[src/rtl/dnnf_pkg.sv]
package dnnf_pkg;

    localparam int KEY_W   = 32;
    localparam int COORD_W = 32;
    localparam int DIFF_W  = 32;
    localparam int SQ_W    = 2 * DIFF_W;
    localparam int SUM_W   = SQ_W + 1;
    localparam int ROOT_W  = 33;
    localparam int IN_TDATA_W  = 96;
    localparam int OUT_TDATA_W = 104;
    localparam int OUT_TUSER_W = 2;

    typedef enum logic [3:0] {
        ST_IDLE,
        ST_SCAN_RD,
        ST_SCAN_CMP,
        ST_INSERT,
        ST_OUT_RD,
        ST_OUT_LAT,
        ST_IN_RD,
        ST_IN_LAT,
        ST_IN_WAIT,
        ST_SQRT,
        ST_EMIT
    } state_t;

endpackage

[src/rtl/dnnf_sqdist.sv]
// Squared distance over one shared 32x32 multiplier: diff, dx^2, dy^2, add.
module dnnf_sqdist
(
    input  logic                                 clk,
    input  logic                                 rst_n,
    input  logic                                 start,
    input  logic signed [dnnf_pkg::COORD_W-1:0]  xa,
    input  logic signed [dnnf_pkg::COORD_W-1:0]  ya,
    input  logic signed [dnnf_pkg::COORD_W-1:0]  xb,
    input  logic signed [dnnf_pkg::COORD_W-1:0]  yb,
    output logic                                 done,
    output logic        [dnnf_pkg::SUM_W-1:0]    sum
);

    localparam int DIFF_W = dnnf_pkg::DIFF_W;

    logic [1:0]                      step_reg, step_next;
    logic                            busy_reg, busy_next;
    logic [dnnf_pkg::DIFF_W-1:0]     dx_reg, dy_reg;
    logic [dnnf_pkg::SQ_W-1:0]       px_reg, py_reg;
    logic [dnnf_pkg::SUM_W-1:0]      sum_reg;
    logic                            done_reg;
    logic signed [dnnf_pkg::COORD_W:0] dxs, dys;
    logic [dnnf_pkg::DIFF_W-1:0]     mul_a;
    logic [dnnf_pkg::SQ_W-1:0]       mul_p;

    assign dxs = {xa[dnnf_pkg::COORD_W-1], xa} - {xb[dnnf_pkg::COORD_W-1], xb};
    assign dys = {ya[dnnf_pkg::COORD_W-1], ya} - {yb[dnnf_pkg::COORD_W-1], yb};

    assign mul_a = (step_reg == 2'd1) ? dx_reg : dy_reg;
    assign mul_p = mul_a * mul_a;

    always_comb
    begin
        busy_next = busy_reg;
        step_next = step_reg;
        if (!busy_reg)
        begin
            if (start)
            begin
                busy_next = 1'b1;
                step_next = 2'd0;
            end
        end
        else
        begin
            step_next = step_reg + 2'd1;
            if (step_reg == 2'd3)
                busy_next = 1'b0;
        end
    end

    always_ff @(posedge clk or negedge rst_n)
    begin
        if (!rst_n)
        begin
            busy_reg <= 1'b0;
            step_reg <= 2'd0;
            done_reg <= 1'b0;
        end
        else
        begin
            busy_reg <= busy_next;
            step_reg <= step_next;
            done_reg <= busy_reg && (step_reg == 2'd3);
        end
    end

    always_ff @(posedge clk)
    begin
        if (busy_reg)
        begin
            case (step_reg)
                2'd0:
                begin
                    dx_reg <= dxs[dnnf_pkg::COORD_W] ? DIFF_W'(-dxs) : DIFF_W'(dxs);
                    dy_reg <= dys[dnnf_pkg::COORD_W] ? DIFF_W'(-dys) : DIFF_W'(dys);
                end
                2'd1:    px_reg <= mul_p;
                2'd2:    py_reg <= mul_p;
                default: sum_reg <= {1'b0, px_reg} + {1'b0, py_reg};
            endcase
        end
    end

    assign done = done_reg;
    assign sum  = sum_reg;

endmodule

[config.mk]
export PLATFORM = sky130hd
export DESIGN_NAME = dnnf_sqdist
export DESIGN_NICKNAME = d
export VERILOG_FILES = /design/src/rtl/dnnf_pkg.sv /design/src/rtl/dnnf_sqdist.sv
export SDC_FILE = /design/constraint.sdc
export NUM_CORES = 2
export LEC_CHECK = 0
export BUFFER_PORTS_ARGS = -buffer_cell sky130_fd_sc_hd__buf_4
export CAP_MARGIN = 10
export CORE_MARGIN = 1.5
export CORE_UTILIZATION = 40
export DETAILED_ROUTE_END_ITERATION = 10
export SYNTH_ARGS = -nofsm -noshare
export SYNTH_HDL_FRONTEND = slang
export SYNTH_SLANG_ARGS = --single-unit
[constraint.sdc]
create_clock -name clk -period 17.33 [get_ports clk]
set_clock_uncertainty 0.2 [all_clocks]
set_input_delay 1.733 -clock clk [delete_from_list [all_inputs] [get_ports clk]]
set_output_delay 1.733 -clock clk [all_outputs]
set_load 0.02 [all_outputs]
== Word-level counts from Yosys, hierarchy flattened ==
Cells that the tools add are included.
Storage, ports and cells
  flip-flop bits (word level): 261
  bits of input ports: 131
Cells by class
  add/subtract/negate cells: 6
  multipliers: 1
  equal/unequal tests: 3
  mux-type cells: 8
  bitwise logic cells: 1
  reductions and logical operators: 8
Operators by type and width (number)
  $mux W32: 3
  $sub A32 B32 Y33: 2
  $add A64 B64 Y65: 1
  $mul A32 B32 Y64: 1
  $neg A32 Y32: 2
  $reduce_and A2 Y1: 4
  $eq A2 B2 Y1 const B: 2
  $mux W2: 2
  $mux W1: 3
  $reduce_or A3 Y1: 1
  $add A2 B1 Y2 const B: 1
  $eq A2 B1 Y1 const B: 1
  $logic_not A2 Y1: 1
  $reduce_bool A2 Y1: 1
  $logic_and A1 B1 Y1: 1
  $not A1 Y1: 1

== Depth between registers and ports, before layout ==
  depth after elaboration: 4
  mapped depth: 37
  gate-level depth less buffers: 32

== Worst setup path before layout ==
OpenSTA, ideal clock, no wires.
  path type: reg-to-reg
  from: register step_reg[1]
  to: register px_reg[62] (netlist bit), data pin
  library setup time: 268 ps
  data arrival time: 9178 ps
  required time: 16862 ps
  slack: 7683 ps
  cell stages (with the launch flop): 34
  buffers on the path: 4
  clock period less this slack: 9647 ps
  cell sequence: dfrtp_1 -> inv_1 -> ha_1 -> buf_1 -> clkbuf_1 -> clkbuf_1 -> mux2i_1 -> inv_1 -> clkbuf_1 -> nand2_1 -> fa_1 -> inv_1 -> fa_1 -> inv_1 -> fa_1 -> fa_1 -> inv_1 -> fa_1 -> inv_1 -> fa_1 -> inv_1 -> fa_1 -> fa_1 -> ha_1 -> and3_1 -> a221o_1 -> a21o_1 -> o31ai_1 -> a31oi_1 -> o21ai_0 -> o21ai_0 -> a31o_2 -> a221oi_1 -> xnor2_1
On the way
  longest elaborated chain between the ends: 3
Ends and longest elaborated chain
  start, declared: line dnnf_sqdist.sv:17  | logic [1:0] step_reg, step_next;
  start signal, assigned: line dnnf_sqdist.sv:64  | step_reg <= step_next;
  $eq A2 B1 Y1: line dnnf_sqdist.sv:30  | assign mul_a = (step_reg == 2'd1) ? dx_reg : dy_reg;
  $mux W32: line dnnf_sqdist.sv:30
  $mul A32 B32 Y64: line dnnf_sqdist.sv:31  | assign mul_p = mul_a * mul_a;
  net mul_p, one bit: line dnnf_sqdist.sv:25  | logic [dnnf_pkg::SQ_W-1:0] mul_p;
  end signal, assigned: line dnnf_sqdist.sv:79  | 2'd1: px_reg <= mul_p;
  end, declared: line dnnf_sqdist.sv:20  | logic [dnnf_pkg::SQ_W-1:0] px_reg, py_reg;
The timed path passes the listed nets, and every way through them passes these cells.
A chain may end at the register's enable or synchronous reset.

== Worst setup path in the final report ==
Same ends and word-level chain as after synthesis.

==> results.ini <==
[yosys]
synthFlopType=edfxtp_1
synth-edff-count=255
synth-seq-cells=259
netlist_area_sq_mm=0.04510
netlist_instances=4696
synth-async-reset-ratio_pct=1.544
yosysUniqueCellTypes=86
synth_seq_area_share_pct=17.20
avgSynthCellArea_sq_um=9.604
yosysWarnings=0
syn_nets=6042

[layout]
nets=6177
final-seq-area_sq_mm=0.007757
syn_to_final_growth_pct=9.181
diodes=0
utilization_pct=44.25
final_cell_mix=1112 x inv_1, 794 x fa_1, 420 x ha_1
fillers=10810
layout-drive-gt1-share_pct=7.462
largest_reg_flops=65
layout_commonest_cell=inv_1
multiInputGateArea_sq_mm=0.03263
post-route-cell-area_sq_mm=0.04924

[sta]
maxSlewHeadroom_pct=24.31
worst_pin_slew_ns=1.131
min_period_ns=11.44
setup_violations=0
rsz0062_at_grt=no
setup_tns_ns=0
timing.final.crit_share_pct=66.02
fin_ws_ns=5.890
timing.fmax_mhz=87.41
finalMaxSlewViolations=0
hold_violations=0

[clocking]
cts_tree=done
clockBufferDepth=3
cts-root-buf=clkbuf_16
clk_pin_slew_ns=0.06
postCtsSetupRepairBufs=0
clk-insertion-delay-late_ns=0.61
htree_levels=1
clock_sinks=259
cts_resized=0
cts_buffers=30
cts_hold_buf=0

[drt]
first_pass_iters=7
viasPerCell=5.152
post_drt_wl_per_cell_microns=19.80
drt-total-wl_microns=125500
drtIter0Drc=2287
drc_errors=0
ant_nets=0
dr_total_vias=32661

[floorplanning]
die_x_microns=338.8
start_util_pct=40.53
die_y_microns=338.8
core_sq_mm=0.1113
num_io_pins=197
die_area_sq_mm=0.1148
rows=122

[flow_run]
drv_cap=0

[global_routing]
grt_max_degree=65
grt_remaining_overflow=0
grt_pass1_wl_microns=195400
grt_usage_pct=21.87
antenna_found_initial=3
grt_pass1_vias=34430

[placement]
place_area_sq_mm=0.04829
dp_slack_ns=6.119
gp_congestion=0.9350
dp_hpwl_microns=101300
port_buffers=196

[setup_path]
cp.arrival_ns=11.57
worst-path-max-fanout=39
start_kind=flip-flop
crit_top_cell=fa_1
worstSetupPathType=flip-flop to flip-flop
crit_slowest_cell=inv_1
cp-end-kind=flip-flop
worstPathRequired_ns=17.46
critPathMaxStageDelay_ns=0.87

[min_path]
hold_path_class=flip-flop to flip-flop

[run_status]
status=completed

[synth_stat cells, types with 30 or more instances]
cell type | instances | area share [%]
nand3_1 | 43 | 0.48
a21o_1 | 132 | 2.2
inv_1 | 1112 | 9.3
clkbuf_1 | 127 | 1.1
edfxtp_1 | 255 | 17
a21oi_1 | 204 | 2.3
ha_1 | 421 | 12
nand2_1 | 364 | 3.0
nand4_1 | 34 | 0.47
xnor2_1 | 170 | 3.3
o21ai_0 | 107 | 1.2
nor3_1 | 30 | 0.33
nor2_1 | 383 | 3.2
xor2_1 | 88 | 1.7
fa_1 | 794 | 35
[worst max-delay path: cells and delay by family, from the launching register on]
kind	cells	cell delay, ns
buffers and inverters	7	1.68
AND/OR/NAND/NOR	2	0.34
adder cells (fa/ha/maj)	10	4.62
AO/OA/AOI/OAI	9	3.12
flip-flops	1	0.40
multiplexers	1	0.64
XOR/XNOR	1	0.12
[final timing paths]
check,from,endpoint,slack [ns],depth (start not counted)
worst min-delay path,py_reg[0],sum[0],0.34,1
worst max-delay path,step_reg[1],px_reg[62],5.89,30
min in group asynchronous,rst_n,done,0.73,1
worst max register to register,step_reg[1],px_reg[62],5.89,30
worst min register to register,py_reg[0],sum[0],0.34,1
max in group asynchronous,rst_n,busy_reg,16.10,1
[kinds of logic after synthesis]
logic type	Yosys count	share of synthesized area, %
AO/OA/AOI/OAI	656	9.433
multiplexers	46	1.082
buffers and inverters	1261	10.58
adder cells (fa/ha/maj)	1215	46.93
XOR/XNOR	258	5.011
flip-flops	259	17.20
AND/OR/NAND/NOR	1001	9.763
[stage by stage]
step | cells | hold WS [ns]
3_3_place_gp | 6287 | 0.3382
5_1_grt | 6339 | 0.3670
2_1_floorplan | 4696 | 0.3128
4_1_cts | 6339 | 0.3522
3_5_place_dp | 6287 | 0.3383
6_report | 6339 | 0.3443
[layer usage]
metal | routed length [microns] | GRT usage [%] | share of wire [%]
met5 | 54 | 0 | 0.043
met4 | 5185 | 7.651 | 4.1
met3 | 9299 | 3.869 | 7.4
met2 | 58500 | 36.45 | 47
met1 | 52470 | 28.58 | 42
[cell type report]
type	instances	area share [%]
Inverter	1119	8.530
Timing Repair Buffer	245	3.735
Tap cell	1488	3.781
Sequential cell	259	15.75
Clock buffer	35	1.563
Clock inverter	17	0.3583
Multi-Input combinational cell	3176	66.28
Power is left out: the tool's default activity adds up to more than one toggle a clock period on the data nets, which glitch-free logic cannot reach.
