**src/rtl/dnnf_pkg.sv**
```systemverilog
package dnnf_pkg;

    localparam int KEY_W   = 32;
    localparam int COORD_W = 32;
    localparam int DIFF_W  = 32;
    localparam int SQ_W    = 2 * DIFF_W;
    localparam int SUM_W   = SQ_W + 1;
    localparam int ROOT_W  = 33;
    localparam int IN_TDATA_W  = 96;
    localparam int OUT_TDATA_W = 104;
    localparam int OUT_TUSER_W = 2;

    typedef enum logic [3:0] {
        ST_IDLE,
        ST_SCAN_RD,
        ST_SCAN_CMP,
        ST_INSERT,
        ST_OUT_RD,
        ST_OUT_LAT,
        ST_IN_RD,
        ST_IN_LAT,
        ST_IN_WAIT,
        ST_SQRT,
        ST_EMIT
    } state_t;

endpackage

```
**src/rtl/dnnf_isqrt.sv**
```systemverilog
// Restoring integer square root, one result bit per cycle.
module dnnf_isqrt
(
    input  logic                              clk,
    input  logic                              rst_n,
    input  logic                              start,
    input  logic [dnnf_pkg::SUM_W-1:0]        radicand,
    output logic                              done,
    output logic [dnnf_pkg::ROOT_W-1:0]       root
);

    localparam int RAD_W = 2 * dnnf_pkg::ROOT_W;
    localparam int REM_W = dnnf_pkg::ROOT_W + 3;
    localparam int SH_W  = REM_W + 2;
    localparam int CNT_W = $clog2(dnnf_pkg::ROOT_W + 1);

    logic                            busy_reg;
    logic [CNT_W-1:0]                cnt_reg;
    logic                            done_reg;
    logic [RAD_W-1:0]                rad_reg;
    logic [REM_W-1:0]                rem_reg;
    logic [dnnf_pkg::ROOT_W-1:0]     root_reg;
    logic [SH_W-1:0]                 rem_sh, trial;
    logic                            fits;

    assign rem_sh = {rem_reg, rad_reg[RAD_W-1 -: 2]};
    assign trial  = {3'b000, root_reg, 2'b01};
    assign fits   = rem_sh >= trial;

    always_ff @(posedge clk or negedge rst_n)
    begin
        if (!rst_n)
        begin
            busy_reg <= 1'b0;
            cnt_reg  <= '0;
            done_reg <= 1'b0;
        end
        else
        begin
            done_reg <= 1'b0;
            if (!busy_reg)
            begin
                if (start)
                begin
                    busy_reg <= 1'b1;
                    cnt_reg  <= '0;
                end
            end
            else
            begin
                cnt_reg <= cnt_reg + 1'b1;
                if (cnt_reg == CNT_W'(dnnf_pkg::ROOT_W - 1))
                begin
                    busy_reg <= 1'b0;
                    done_reg <= 1'b1;
                end
            end
        end
    end

    always_ff @(posedge clk)
    begin
        if (!busy_reg)
        begin
            if (start)
            begin
                rad_reg  <= {1'b0, radicand};
                rem_reg  <= '0;
                root_reg <= '0;
            end
        end
        else
        begin
            rad_reg <= {rad_reg[RAD_W-3:0], 2'b00};
            if (fits)
            begin
                rem_reg  <= REM_W'(rem_sh - trial);
                root_reg <= {root_reg[dnnf_pkg::ROOT_W-2:0], 1'b1};
            end
            else
            begin
                rem_reg  <= REM_W'(rem_sh);
                root_reg <= {root_reg[dnnf_pkg::ROOT_W-2:0], 1'b0};
            end
        end
    end

    assign done = done_reg;
    assign root = root_reg;

endmodule

```
**config.mk**
```make
export PLATFORM = sky130hd
export DESIGN_NAME = dnnf_isqrt
export DESIGN_NICKNAME = d
export VERILOG_FILES = /design/src/rtl/dnnf_pkg.sv /design/src/rtl/dnnf_isqrt.sv
export SDC_FILE = /design/constraint.sdc
export NUM_CORES = 1
export LEC_CHECK = 0
export BUFFER_PORTS_ARGS = -buffer_cell sky130_fd_sc_hd__buf_4
export CAP_MARGIN = 20
export CORE_MARGIN = 2
export CORE_UTILIZATION = 61
export CTS_CLUSTER_DIAMETER = 30
export DETAILED_ROUTE_END_ITERATION = 7
export GPL_TIMING_DRIVEN = 1
export HOLD_SLACK_MARGIN = 0.12
export PLACE_DENSITY_LB_ADDON = 0.05
export SETUP_SLACK_MARGIN = 0.5
export SLEW_MARGIN = 20
export SYNTH_ARGS = -nofsm -noshare
export SYNTH_HDL_FRONTEND = slang
export SYNTH_SLANG_ARGS = --single-unit
```
**constraint.sdc**
```tcl
create_clock -name clk -period 9.91 [get_ports clk]
set_clock_uncertainty 0.05 [all_clocks]
set_input_delay 0.4955 -clock clk [delete_from_list [all_inputs] [get_ports clk]]
set_output_delay 0.4955 -clock clk [all_outputs]
set_load 0.05 [all_outputs]
```
Yosys cells after proc, flatten, opt, wreduce, memory -nomap -nowiden
Index checks and enable logic that the tools add are counted.

word-level totals
  register bits after elaboration = 143
  output and inout bits = 34
  logic and storage cells = 27

cells by class
  order comparisons = 1
  reduce and logical (&&, ||, !) cells = 1
  multiplexer cells = 15
  equal/unequal tests = 1
  $add $sub $neg = 2

operators by type and width
  kind                   number
  $mux W66               2
  $mux W36               3
  $mux W33               2
  $ge A38 B35 Y1         1
  $sub A36 B35 Y36       1
  $mux W6                2
  $add A6 B1 Y6 const B  1
  $eq A6 B6 Y1 const B   1
  $mux W1                6
  $reduce_bool A2 Y1     1

Depth between registers and ports, before layout
Gate-level depths: netlist of run 1.

  word-level depth = 3
  depth in mapped cells = 14
  depth with buffers taken out = 11

Worst setup path after synthesis of run 1
No wires, ideal clock.

  kind = in2reg
  start point = in start
  end point = reg rad_reg[10] (enable)
  path buffers = 1
  stages on the path = 3
  setup time = 486 ps
  arrival = 3,413 ps
  setup slack = 5,961 ps
  cell sequence = clkbuf_1 -> nor2_1 -> inv_1

between the ends
  word-level cells in the longest chain between the ends = 1

ends and longest elaborated chain
  what                                 line              source
  start: declaration                   dnnf_isqrt.sv:6   input logic start,
  $reduce_bool A2 Y1 (no source line)  -
  end signal: assignment               dnnf_isqrt.sv:67  rad_reg <= {1'b0, radicand};
  end signal: assignment               dnnf_isqrt.sv:74  rad_reg <= {rad_reg[RAD_W-3:0], 2'b00};
  end: declaration                     dnnf_isqrt.sv:20  logic [RAD_W-1:0] rad_reg;

No other way between the ends.
A chain may end at the register's enable or synchronous reset.

Worst setup path in the final report of run 1
  start point = reg root_reg (netlist bit root[0])
  end point = reg rem_reg[15] (data pin)

between the ends
  word-level cells in the longest chain between the ends = 3
  elaborated cells between the ends (all ways) = 4
  classes of those cells = add/sub (1); order compare (1); mux (2)

ends and longest elaborated chain
  what                                                line                                source
  start: declaration                                  dnnf_isqrt.sv:22                    logic [dnnf_pkg::ROOT_W-1:0] root_reg;
  start signal: assignment                            dnnf_isqrt.sv:78                    root_reg <= {root_reg[dnnf_pkg::ROOT_W-2:0], 1'b1};
  start signal: assignment                            dnnf_isqrt.sv:83                    root_reg <= {root_reg[dnnf_pkg::ROOT_W-2:0], 1'b0};
  $sub A36 B35 Y36 or $ge A38 B35 Y1 (tied branches)  dnnf_isqrt.sv:77, dnnf_isqrt.sv:28
  $mux W36 (*)                                        dnnf_isqrt.sv:75                    if (fits)
  $mux W36 (*)                                        dnnf_isqrt.sv:63                    if (!busy_reg)
  end signal: assignment                              dnnf_isqrt.sv:77                    rem_reg <= REM_W'(rem_sh - trial);
  end signal: assignment                              dnnf_isqrt.sv:82                    rem_reg <= REM_W'(rem_sh);
  end: declaration                                    dnnf_isqrt.sv:21                    logic [REM_W-1:0] rem_reg;

Mark *: on every way between the ends. The rest lies on a longest branch, timed or not.

==> impl_metrics.toml, run 1 <==
[worst_setup_path]
cp.required_ps = 10010
worstSetupStartpoint = "root[0]$_SDFFCE_PN0P_"
critPathMaxFanout = 30
worstSetupPathType = "reg -> reg"
endpoint = "rem_reg[15]$_SDFFCE_PN0P_"
setup.worst_path.start_class = "flip-flop"
worst_reg_to_reg_cells = 11
reg2reg_from = "root[0]$_SDFFCE_PN0P_"
cp-end-kind = "flip-flop"
cp.arrival_ps = 3550
crit-reg2reg-capture = "rem_reg[15]$_SDFFCE_PN0P_"
reg2reg_slack_ps = 6450

[synthesis]
mapped_avg_cell_area_um2 = 10.9
synth_cell_types = 57
synth.top_cell.area_share_pct = 50.9
ys_warns = 0
ys_seq_area_share_pct = 53.9
syn-instance-count = 722
synth_edf_count = 133
postSynthNetCount = 827
post_synth_arst_share_pct = 5.59
netlist_top_cells_area = "sky130_fd_sc_hd__edfxtp_1 51%, sky130_fd_sc_hd__a22o_1 7.0%, sky130_fd_sc_hd__ha_1 5.9%"
synth-seq-cells = 143
synthesized_cell_area_mm2 = 0.00785
yosys.area.top_type = "sky130_fd_sc_hd__edfxtp_1"
synth-main-ff-cell = "sky130_fd_sc_hd__edfxtp_1"

[route]
post_drt_via_cell_ratio = 6.02
detail-route-antenna-nets = 0
wl_per_cell_um = 17.5
via_count = 5996
route.detailed.drc = 0
routed_wl_um = 17400
first_iter_violations = 503
number_of_detailed_routing_iterations_run_before_antenna_repair = 5

[final_layout]
n_antenna_cell = 0
layout_common_cells = "133 x sky130_fd_sc_hd__edfxtp_1, 106 x sky130_fd_sc_hd__buf_4, 80 x sky130_fd_sc_hd__nor2_1"
mostFrequentLayoutCell = "sky130_fd_sc_hd__edfxtp_1"
postLayoutCoreUtil_pct = 74.1
finish.net_count = 916
area_growth_pct = 19.0
drive_gt1_share_pct = 18.2
num-fill-cells = 921
max_ffs_per_register = 66

[clocking]
postCtsSetupBuffers = 0
cts_tree = "yes"
clock-sinks = 143
clk_pin_slew_ps = 60
root_driver = "sky130_fd_sc_hd__clkbuf_16"
cts-htree-levels = 4
postCtsHoldBufs = 1
insertion_delay_ps = 430
cts_made_buffers = 17
post_cts_gate_resize_count = 0
cts.path.max_buffers = 2

[job]
maxCapViolations = 0

[grt]
number_of_global_route_vias_before_repair = 6116
first_pass_grt_wire_length_um = 28900
grt_max_degree = 83
global_router_s_overall_resource_usage_pct = 25.9
grt_antenna_before_repair = 0
globalRouteOverflowTotal = 0

[floorplanning]
row_count = 41
dieWidth_um = 117
die-height_um = 117
core-area_mm2 = 0.0126
io-pin-count = 102
start_util_pct = 62.2
die_area_mm2 = 0.0138

[placed_design]
post_placement_worst_setup_slack_ps = 6120
dpl.hpwl_um = 11700
gpl.final_weighted_congestion = 0.903
port_buffers = 101

[run_status]
outcome = "complete, no violations"

[timing]
worst_pin_slew_ps = 880
setup_tns_ps = 0
post-route-period-util_pct = 34.9
rsz0062_at_grt = "no"
slew_headroom_pct = 41.3
final.setup.worst_slack_ps = 6450
setup_violations = 0
slew_limit_fails = 0
finalWorstPathRequiredPeriod_ps = 3460
timing.final.hold_violations = 0
max_freq_mhz = 289

[hold_path]
min_path_type = "in -> reg"
==> cells by family (layout without fill, tap and decap cells) <==
family / after synthesis / count (layout) / share of synthesized area (%)
mux: 13 / 13 / 1.66
fa+ha+maj: 37 / 37 / 5.89
buf+inv: 87 / 189 / 4.57
simple gates: 200 / 200 / 11.5
compound gates: 217 / 217 / 19.7
xor+xnor: 25 / 25 / 2.79
flops: 143 / 143 / 53.9
==> synthesized netlist by cell type (all sizes together), types with 7 or more instances <==
library cell and instances:
ha 37, nand2 53, nor3 8, nand4 7, nand3 17, a21oi 57, or3 8, inv 49
nor2 81, o21a 13, o21ai 25, a21o 19, mux2i 13, dfrtp 8, edfxtp 133, xnor2 20
clkbuf 29, a22o 63, buf 8
==> routing by layer <==
| metal | GRT usage [%] | vias to the layer above | part of all wire, % |
|---|---|---|---|
| li1 | - | 2862 | - |
| met1 | 32.5 | 2909 | 42 |
| met2 | 43.4 | 190 | 50 |
| met3 | 7.07 | 35 | 5.5 |
| met4 | 9.11 | 0 | 1.9 |
| met5 | 0 | - | 0 |
==> area by class of cell <==
type                            count  area (um2)  area share [%]
Clock buffer                       18         429            4.59
Clock inverter                     14         205            2.19
Inverter                           50         190            2.03
Multi-Input combinational cell    492        3270            35.0
Sequential cell                   143        4240            45.3
Tap cell                          172         215            2.30
Timing Repair Buffer              107         806            8.62
==> how the worst min path moves through the flow <==
stage | startpoint | endpoint | cells past startpoint
2_1_floorplan | rst_n | busy_reg$_DFF_PN0_ | 0
3_3_place_gp | rst_n | cnt_reg[1]$_DFFE_PN0P_ | 1
3_5_place_dp | rst_n | cnt_reg[1]$_DFFE_PN0P_ | 1
4_1_cts | radicand[0] | rad_reg[0]$_SDFFE_PP0P_ | 3
5_1_grt | start | cnt_reg[1]$_DFFE_PN0P_ | 2
6_report | radicand[0] | rad_reg[0]$_SDFFE_PP0P_ | 3
==> metrics by stage <==
stage	std cells	hold slack, ps	area [um2]
floorplan	722	150	7850
global placement	963	266	8700
detailed placement	963	266	8700
CTS	996	266	9350
global route	996	287	9350
finish	996	269	9350
==> critical path: stages (launching register included) <==
cell	delay [ps]
sky130_fd_sc_hd__edfxtp_1	390
sky130_fd_sc_hd__inv_1	100
sky130_fd_sc_hd__ha_1	290
sky130_fd_sc_hd__nor2b_2	190
sky130_fd_sc_hd__o2111ai_2	200
sky130_fd_sc_hd__a31oi_2	150
sky130_fd_sc_hd__o2111ai_1	260
sky130_fd_sc_hd__nand4b_1	180
sky130_fd_sc_hd__a2111oi_4	430
sky130_fd_sc_hd__or2_2	630
sky130_fd_sc_hd__or3b_1	220
sky130_fd_sc_hd__a21oi_1	80
Power of run 1 is not shown: default switching activity piles up to over one toggle a cycle in this logic, so the estimate is an artifact.
==> run 2: changes to the inputs <==
--- a/config.mk
+++ b/config.mk
@@ -8,7 +8,7 @@
 export BUFFER_PORTS_ARGS = -buffer_cell sky130_fd_sc_hd__buf_4
 export CAP_MARGIN = 20
 export CORE_MARGIN = 2
-export CORE_UTILIZATION = 61
+export CORE_UTILIZATION = 58
 export CTS_CLUSTER_DIAMETER = 30
 export DETAILED_ROUTE_END_ITERATION = 7
 export GPL_TIMING_DRIVEN = 1
==> constraint.sdc (replaced) <==
create_clock -name clk -period 3.4 [get_ports clk]
set_clock_uncertainty 0.05 [all_clocks]
set_input_delay 0.17 -clock clk [delete_from_list [all_inputs] [get_ports clk]]
set_output_delay 0.17 -clock clk [all_outputs]
set_load 0.05 [all_outputs]
==> run 2 against run 1 <==
Final cell count up 10%. Wire length grew 16%. Setup slack worse by 6000 ps. Core utilization is 7.0 points higher. First-iteration DRC count fell by 6.8%. Flip-flop and latch count unchanged. Cell area rose by 15%. Worst hold slack better by 210 ps.
==> impl_metrics.toml, run 2 (synthesis results as in run 1) <==
[floorplanning]
row_count = 42
die_area_mm2 = 0.0145
io-pin-count = 102
core-area_mm2 = 0.0132
start_util_pct = 59.3
dieWidth_um = 120
die-height_um = 120

[worst_setup_path]
setup.worst_path.start_class = "flip-flop"
timing.critical_path.cells = "ha_4 -> o21a_1 -> nor2_2 -> o41a_1 -> a21oi_2 -> o2111ai_2 -> or3_1 -> a31oi_2 -> nor4_2 -> a31o_1"
cp.required_ps = 3530
cp.arrival_ps = 3120
cpPeakStageDelay_ps = 460
timing.critical_path.slowest_stage_cell = "sky130_fd_sc_hd__o41a_1"
cp-end-kind = "flip-flop"
critPathMaxFanout = 5
worstSetupPathType = "reg -> reg"

[timing]
worst_pin_slew_ps = 867
post-route-period-util_pct = 87.8
max_freq_mhz = 335
timing.final.hold_violations = 0
slew_headroom_pct = 42.1
setup_tns_ps = 0
setup_violations = 0
finalWorstPathRequiredPeriod_ps = 2980
rsz0062_at_grt = "yes"
final.setup.worst_slack_ps = 415
slew_limit_fails = 0

[route]
routed_wl_um = 20300
wl_per_cell_um = 18.5
number_of_detailed_routing_iterations_run_before_antenna_repair = 5
post_drt_via_cell_ratio = 5.92
first_iter_violations = 469
via_count = 6509
route.detailed.drc = 0
detail-route-antenna-nets = 0

[placed_design]
port_buffers = 101
post_placement_worst_setup_slack_ps = 265
placedInstanceArea_mm2 = 0.00893
gpl.final_weighted_congestion = 0.915
dpl.hpwl_um = 11700

[final_layout]
mostFrequentLayoutCell = "sky130_fd_sc_hd__edfxtp_1"
regArea_mm2 = 0.00424
n_antenna_cell = 0
drive_gt1_share_pct = 26.8
post-route-cell-area_mm2 = 0.0107
multiInputGateArea_mm2 = 0.00369
area_growth_pct = 36.8
layout_common_cells = "133 x sky130_fd_sc_hd__edfxtp_1, 126 x sky130_fd_sc_hd__buf_4, 75 x sky130_fd_sc_hd__nor2_1"
postLayoutCoreUtil_pct = 81.1
max_ffs_per_register = 66
num-fill-cells = 772
finish.net_count = 1016

[hold_path]
min_path_type = "reg -> reg"

[grt]
globalRouteOverflowTotal = 0
busiest_layer = "met2"
groute.layer.met1.usage_pct = 35.2
grt_antenna_before_repair = 0
first_pass_grt_wire_length_um = 31600
global_router_s_overall_resource_usage_pct = 27.4
grt_max_degree = 51
global_route.usage.met2_pct = 47.0
number_of_global_route_vias_before_repair = 6524
met3_layer_usage_reported_by_global_route_pct = 4.72

[clocking]
clk_pin_slew_ps = 60
clock-sinks = 143
cts_made_buffers = 17
insertion_delay_ps = 430
cts.path.max_buffers = 2
root_driver = "sky130_fd_sc_hd__clkbuf_16"
cts_tree = "yes"
cts-htree-levels = 4

[job]
maxCapViolations = 0

[run_status]
outcome = "complete, no violations"
-- run 2: changes by cell type in the layout (fill, tap and decap cells not counted), moves of 6 or more --
cell | previous run | this run
sky130_fd_sc_hd__a21oi_1 | 57 | 43
sky130_fd_sc_hd__nand2_1 | 53 | 45
sky130_fd_sc_hd__ha_1 | 37 | 21
sky130_fd_sc_hd__dlygate4sd3_1 | 1 | 70
sky130_fd_sc_hd__buf_4 | 106 | 126
sky130_fd_sc_hd__a21oi_2 | 0 | 14
sky130_fd_sc_hd__nand2_4 | 0 | 6
sky130_fd_sc_hd__ha_4 | 0 | 11
-- run 2: per-stage QoR --
step | std cells | hold slack (ps)
3_3_place_gp | 978 | -59.0
6_report | 1100 | 479
3_5_place_dp | 978 | -57.8
5_1_grt | 1100 | 488
2_1_floorplan | 722 | -176
4_1_cts | 1090 | 468
-- run 2: metal layers --
metal	routed length (um)	up-vias
li1	-	3066
met1	8470	3143
met2	10400	259
met3	1050	41
met4	412	0
met5	0	-
-- run 2: repair_timing --
item | CTS | global route
endpoints found under the setup margin | 33 | 37
gates cloned | 0 | 2
resized for setup | 25 | 58
setup buffers | 10 | 8
pin swaps | 10 | 22
hold endpoints to repair | 77 | 0
hold buffers | 70 | 0
-- run 2: area by class of cell --
cell class,instances,area share (%)
flip-flops and latches,143,39.4
multi-input cells,492,34.4
repair buffers,207,17.3
clock buffers,18,4.09
well taps,176,2.05
inverters,50,1.78
clock inverters,14,1.03
-- run 2: path summary, 6_finish.rpt --
check                      depth (start not counted)                     start                   endpoint  slack, ps
setup / recovery                                  10  rem_reg[1]$_SDFFCE_PN0P_  rem_reg[35]$_SDFFCE_PN0P_        420
hold / removal                                     1    cnt_reg[5]$_DFFE_PN0P_     cnt_reg[5]$_DFFE_PN0P_        480
setup reg to reg                                  10  rem_reg[1]$_SDFFCE_PN0P_  rem_reg[35]$_SDFFCE_PN0P_        420
hold reg to reg                                    1    cnt_reg[5]$_DFFE_PN0P_     cnt_reg[5]$_DFFE_PN0P_        480
max in group asynchronous                          3                     rst_n         busy_reg$_DFF_PN0_       2320
min in group asynchronous                          3                     rst_n         busy_reg$_DFF_PN0_        690
-- run 2: critical path, delay by kind of cell (launching register included) --
family,cells,cell delay (ps)
AOI/OAI and AO/OA,6,1450
and+or+nand+nor,3,460
DFF,1,450
adders and majority gates,1,340
Power of run 2 is left out for the same reason.
==> run 3: changes to the inputs <==
--- a/config.mk
+++ b/config.mk
@@ -11,7 +11,8 @@
 export CORE_UTILIZATION = 58
 export CTS_CLUSTER_DIAMETER = 30
 export DETAILED_ROUTE_END_ITERATION = 7
-export GPL_TIMING_DRIVEN = 1
+export GPL_ROUTABILITY_DRIVEN = 0
+export GPL_TIMING_DRIVEN = 0
 export HOLD_SLACK_MARGIN = 0.12
 export PLACE_DENSITY_LB_ADDON = 0.05
 export SETUP_SLACK_MARGIN = 0.5
==> run 3 against run 2 <==
Setup slack got worse by 120 ps. Via count increased by 6.3%. Cell area increased by 2.2%. Flip-flop and latch count unchanged. Die area unchanged. Largest cell class unchanged.
==> impl_metrics.toml, run 3 (synthesis results as in run 1) <==
[placed_design]
placedInstanceArea_mm2 = 0.00904
dpl.hpwl_um = 12700
port_buffers = 100
post_placement_worst_setup_slack_ps = 1.89

[clocking]
insertion_delay_ps = 430
cts-htree-levels = 4
cts.path.max_buffers = 2
cts_tree = "yes"
clk_pin_slew_ps = 60
clock-sinks = 143
cts_made_buffers = 17
root_driver = "sky130_fd_sc_hd__clkbuf_16"

[floorplanning]
core-area_mm2 = 0.0132
io-pin-count = 102
row_count = 42
die_area_mm2 = 0.0145
start_util_pct = 59.3
die-height_um = 120
dieWidth_um = 120

[worst_setup_path]
crit-reg2reg-capture = "rem_reg[11]$_SDFFCE_PN0P_"
reg2reg_slack_ps = 300
cpPeakStageDelay_ps = 480
cp-end-kind = "flip-flop"
critPathMaxFanout = 7
cp.arrival_ps = 3210
worstSetupPathType = "reg -> reg"
timing.critical_path.cells = "inv_1 -> ha_4 -> nor2b_4 -> o2111ai_4 -> a31oi_4 -> o2111ai_2 -> nand4b_1 -> a2111oi_4 -> buf_4 -> nor2_4 -> buf_8 -> mux2i_1 -> nor2_1"
reg2reg_from = "rad_reg[65]$_DFFE_PP_"
cp.required_ps = 3500
timing.critical_path.slowest_stage_cell = "sky130_fd_sc_hd__edfxtp_1"
setup.worst_path.start_class = "flip-flop"
worst_reg_to_reg_cells = 13

[final_layout]
n_antenna_cell = 0
max_ffs_per_register = 66
mostFrequentLayoutCell = "sky130_fd_sc_hd__edfxtp_1"
post-route-cell-area_mm2 = 0.0110
finish.net_count = 1047
layout_common_cells = "133 x sky130_fd_sc_hd__edfxtp_1, 123 x sky130_fd_sc_hd__buf_4, 76 x sky130_fd_sc_hd__nor2_1"
area_growth_pct = 39.8
drive_gt1_share_pct = 25.8

[route]
detail-route-antenna-nets = 0
wl_per_cell_um = 19.8
post_drt_via_cell_ratio = 6.13
first_iter_violations = 612
number_of_detailed_routing_iterations_run_before_antenna_repair = 5
via_count = 6922
route.detailed.drc = 0
routed_wl_um = 22400

[timing]
setup_tns_ps = 0
fin_worst_hold_slack_ps = 226
post-route-period-util_pct = 91.2
finalWorstPathRequiredPeriod_ps = 3100
timing.final.hold_violations = 0
setup_violations = 0
final.setup.worst_slack_ps = 298
max_freq_mhz = 322
rsz0062_at_grt = "yes"
worst_pin_slew_ps = 730
slew_headroom_pct = 51.3
slew_limit_fails = 0

[hold_path]
holdCritStartpoint = "start"
worstHoldPathCells = 3
hold_path_end = "rad_reg[1]$_SDFFE_PP0P_"
min_path_type = "in -> reg"

[job]
maxCapViolations = 0

[grt]
grt_antenna_before_repair = 0
globalRouteOverflowTotal = 0
grt_max_degree = 31
global_router_s_overall_resource_usage_pct = 29.7
number_of_global_route_vias_before_repair = 6851
first_pass_grt_wire_length_um = 33700

[run_status]
outcome = "complete, no violations"
## run 3: cell count changes in the layout (fill, tap and decap cells not counted), moves of 4 or more
| cell | previous run | this run |
|---|---|---|
| sky130_fd_sc_hd__a21oi_1 | 43 | 47 |
| sky130_fd_sc_hd__a21oi_2 | 14 | 9 |
| sky130_fd_sc_hd__buf_6 | 1 | 5 |
| sky130_fd_sc_hd__clkbuf_1 | 0 | 27 |
| sky130_fd_sc_hd__ha_2 | 5 | 1 |
| sky130_fd_sc_hd__inv_1 | 46 | 42 |
| sky130_fd_sc_hd__nand2_1 | 45 | 52 |
| sky130_fd_sc_hd__nand2_4 | 6 | 1 |
## run 3: timing repair
action                                  in CTS  in global routing
pin swaps                                   15                  9
hold buffers                                67                  0
buffers inserted                            14                 13
resized for setup                           41                 46
hold endpoints to repair                    73                  0
endpoints found under the setup margin      37                 37
gates cloned                                 0                  3
## run 3: worst max path at each step
stage	endpoint	from	slack [ps]	depth (start not counted)
final	rem_reg[11]$_SDFFCE_PN0P_	rad_reg[65]$_DFFE_PP_	300	13
after global routing	rem_reg[23]$_SDFFCE_PN0P_	rad_reg[65]$_DFFE_PP_	210	13
after CTS	rem_reg[28]$_SDFFCE_PN0P_	root[5]$_SDFFCE_PN0P_	460	11
after detailed placement	rem_reg[29]$_SDFFCE_PN0P_	root[0]$_SDFFCE_PN0P_	2	13
after global placement	rem_reg[22]$_SDFFCE_PN0P_	busy_reg$_DFF_PN0_	-530	3
after floorplan	rem_reg[35]$_SDFFCE_PN0P_	root[17]$_SDFFCE_PN0P_	210	13
## run 3: area by class of cell
cell class | count | area [um2]
clock inverter | 9 | 111
inverter | 50 | 191
sequential | 143 | 4230
clock buffer | 22 | 454
fill | 708 | 2260
buffer | 37 | 238
multi-input combinational | 492 | 3730
timing repair buffer | 201 | 1810
tap | 176 | 220
## run 3: worst max-delay path: cells and delay by family (launching register included)
kind / cells / cell delay (ps)
buffers and inverters: 3 / 530
AO/OA/AOI/OAI: 4 / 1020
multiplexers: 1 / 180
AND/OR/NAND/NOR: 4 / 380
flip-flops: 1 / 480
adder cells (fa/ha/maj): 1 / 180
## run 3: through the flow
stage	util [%]	std cells
after floorplan	-	722
after global placement	67.6	998
after detailed placement	68.3	1002
after CTS	80.1	1114
after global routing	82.9	1130
final	82.9	1130
## run 3: metal layers
metal / track usage [%] / routed length, um / up-vias
li1: - / - / 3134
met1: 36.3 / 8660 / 3356
met2: 51.2 / 11400 / 341
met3: 5.75 / 1470 / 91
met4: 12.9 / 863 / 0
met5: 0 / 0 / -
Power of run 3 is left out for the same reason.
